==> src/rtl/core/gcks_ram.sv <==
module gcks_ram #(
  parameter int WIDTH = 8,
  parameter int DEPTH = 16
) (
  input  logic                     clk,
  input  logic                     we,
  input  logic [$clog2(DEPTH)-1:0] waddr,
  input  logic [WIDTH-1:0]         wdata,
  input  logic [$clog2(DEPTH)-1:0] raddr,
  output logic [WIDTH-1:0]         rdata
);

  logic [WIDTH-1:0] mem_r [DEPTH];
  logic [WIDTH-1:0] rdata_r;

  always_ff @(posedge clk) begin
    if (we) begin
      mem_r[waddr] <= wdata;
    end
    rdata_r <= mem_r[raddr];
  end

  assign rdata = rdata_r;

endmodule

==> config.mk <==
export PLATFORM = sky130hd
export DESIGN_NAME = gcks_ram
export DESIGN_NICKNAME = d
export VERILOG_FILES = /design/src/rtl/core/gcks_ram.sv
export SDC_FILE = /design/constraint.sdc
export NUM_CORES = 1
export LEC_CHECK = 0
export ABC_AREA = 1
export BUFFER_PORTS_ARGS = -buffer_cell sky130_fd_sc_hd__buf_2
export CORE_ASPECT_RATIO = 0.8
export CORE_MARGIN = 2
export CORE_UTILIZATION = 52
export DETAILED_ROUTE_END_ITERATION = 7
export GPL_ROUTABILITY_DRIVEN = 0
export GPL_TIMING_DRIVEN = 0
export PLACE_DENSITY = 0.69
export SLEW_MARGIN = 0
export SYNTH_ARGS = -nofsm -noshare
export SYNTH_HDL_FRONTEND = slang
export SYNTH_SLANG_ARGS = --single-unit
==> constraint.sdc <==
create_clock -name clk -period 2.8 [get_ports clk]
set_input_delay 0.14 -clock clk [delete_from_list [all_inputs] [get_ports clk]]
set_output_delay 0.14 -clock clk [all_outputs]
set_load 0.05 [all_outputs]
==> impl_metrics.env <==
export IMPL_drtIter0Drc=500
export IMPL_layout_commonest_cell="nand2_1"
export IMPL_setup_viol=0
export IMPL_postCtsSetupRepairBufs=0
export IMPL_wire_per_inst_um=19.0
export IMPL_cts_hold_fix_buffers=0
export IMPL_slew_viol_final=0
export IMPL_leakagePower_nw=2.94
export IMPL_dieArea_sq_mm=0.0120
export IMPL_numCtsBuffers=17
export IMPL_seq_area_frac_synth=0.694
export IMPL_worst_pin_slew_ns=1.01
export IMPL_crit_slowest_cell="nor2_1"
export IMPL_ioPinCount=26
export IMPL_antenna_found_initial=0
export IMPL_clk_pin_slew_ns=0.06
export IMPL_grt_total_usage=0.255
export IMPL_row_count=34
export IMPL_finalSetupTns_ns=0
export IMPL_fin_crit_ns=1.27
export IMPL_powerDensity_mw_per_mm2=774
export IMPL_die_x_um=122
export IMPL_max_cap_violations=0
export IMPL_drtPass1Iterations=6
export IMPL_port_buffers=22
export IMPL_synthToLayoutAreaGrowth_pct=16.8
export IMPL_avgSynthCellArea_sq_um=10.5
export IMPL_drive_above_1_share=0.127
export IMPL_dieHeight_um=98.2
export IMPL_final_nets=610
export IMPL_grt_pass1_wl_um=21500
export IMPL_period_share=0.453
export IMPL_crit_path_start_kind="input pin"
export IMPL_ys_seq_elements=136
export IMPL_arrival_ns=1.31
export IMPL_clockBufferDepth=2
export IMPL_ant_nets=0
export IMPL_required_ns=2.84
export IMPL_rsz0062_at_grt="false"
export IMPL_clkSinkCount=136
export IMPL_yosysWarnings=0
export IMPL_cts_tree="yes"
export IMPL_cp_end_kind="flop"
export IMPL_ys_types=12
export IMPL_finalWirelength_um=14200
export IMPL_cts_resized=0
export IMPL_grt_pass1_vias=3847
export IMPL_routed_via_count=3984
export IMPL_route_detailed_drc=0
export IMPL_core_area_sq_mm=0.0108
export IMPL_finalHoldViolations=0
export IMPL_fmax_ghz=0.789
export IMPL_syn_nets=569
export IMPL_synth_cells=551
export IMPL_grt_max_degree=17
export IMPL_cts_root_buf="clkbuf_16"
export IMPL_ir_worst_vdd_uv=445
export IMPL_floorplan_initialDensity=0.532
export IMPL_slowest_delay_ns=0.80
export IMPL_fin_area_sq_mm=0.00674
export IMPL_clk_latency_ns=0.42
export IMPL_layout_common_cells="nand2_1, edfxtp_1, inv_1"
export IMPL_synth_area_sq_mm=0.00577
export IMPL_slew_headroom=0.324
export IMPL_htree_levels=4
export IMPL_hold_path_class="input pin to flop"
export IMPL_crit_fanout=8
export IMPL_crit_type="input pin to flop"
export IMPL_vias_per_cell=5.33
export IMPL_diodes=0
export IMPL_place_detailed_hpwl_um=8980
export IMPL_outcome="finished, final reports clean"
export IMPL_crit_chain="buf_2 > nand3b_1 > nor2_1"
export IMPL_overflow=0
export IMPL_clock_skew_ns=0.00690
export IMPL_postPlaceCellArea_sq_mm=0.00606
[registers in the layout, summed over array words and instances (netlist names)]
register  cells
mem_r       128
rdata         8
[cell usage after synthesis]
cell type	n	share of area
buf_4	4	0.0052
inv_2	2	0.0013
nand3b_1	2	0.0026
buf_1	1	0.00065
nand2_1	173	0.11
inv_1	100	0.065
nand3_1	97	0.084
buf_6	6	0.012
nor2_1	17	0.011
dfxtp_1	8	0.028
edfxtp_1	128	0.67
buf_2	13	0.011
[power breakdown]
group	total [mW]	switching (mW)	internal, mW	leakage, nW
clock	2.58	0.837	1.75	0.330
combinational	0.344	0.256	0.0875	1.39
sequential	2.29	0.0115	2.28	1.22
[final timing paths]
| path | start | end | slack (ns) | cells after the start |
|---|---|---|---|---|
| setup / recovery | waddr[2] | mem_r[9][4]$_DFFE_PP_ | 1.53 | 3 |
| hold reg to reg | mem_r[7][2]$_DFFE_PP_ | rdata[2]$_DFF_P_ | 0.69 | 6 |
| setup reg to reg | mem_r[0][5]$_DFFE_PP_ | rdata[5]$_DFF_P_ | 1.74 | 6 |
| hold / removal | wdata[2] | mem_r[12][2]$_DFFE_PP_ | 0.12 | 1 |
[kinds of logic (layout without fill, tap and decap cells)]
group	after synthesis	count (layout)	synth area share
buf+inv	126	179	0.0952
simple gates	289	289	0.210
flops	136	136	0.694
[through the flow]
step	setup WS (ns)	power (mW)	instances	hold slack (ns)	utilization
after global placement	1.15	2.66	717	0.548	0.558
after CTS	1.58	5.23	748	0.111	0.621
after global routing	1.48	5.36	748	0.117	0.621
after detailed placement	1.14	2.67	717	0.550	0.558
final	1.53	5.22	748	0.121	0.621
after floorplan	1.71	2.54	551	0.239	-
[area by class of cell]
cell class,instances,area (sq um)
sequential,136,4000
tap,144,180
inverter,102,383
clock buffer,17,425
fill,875,4110
clock inverter,14,254
timing repair buffer,22,110
multi-input combinational,289,1210
buffer,24,166
[routing by layer]
| metal | share of wire | up-vias | wire [um] | track usage |
|---|---|---|---|---|
| li1 | - | 1854 | - | - |
| met1 | 0.42 | 1889 | 5920 | 0.358 |
| met2 | 0.45 | 211 | 6430 | 0.370 |
| met3 | 0.11 | 30 | 1560 | 0.0923 |
| met4 | 0.020 | 0 | 278 | 0.0928 |
| met5 | 0 | - | 0 | 0 |
[critical path, delay by kind of cell]
| family | cells | cell delay [ns] |
|---|---|---|
| simple gates | 2 | 1.03 |
| buf+inv | 1 | 0.12 |
No activity file was read; power rests on OpenSTA's default activity.
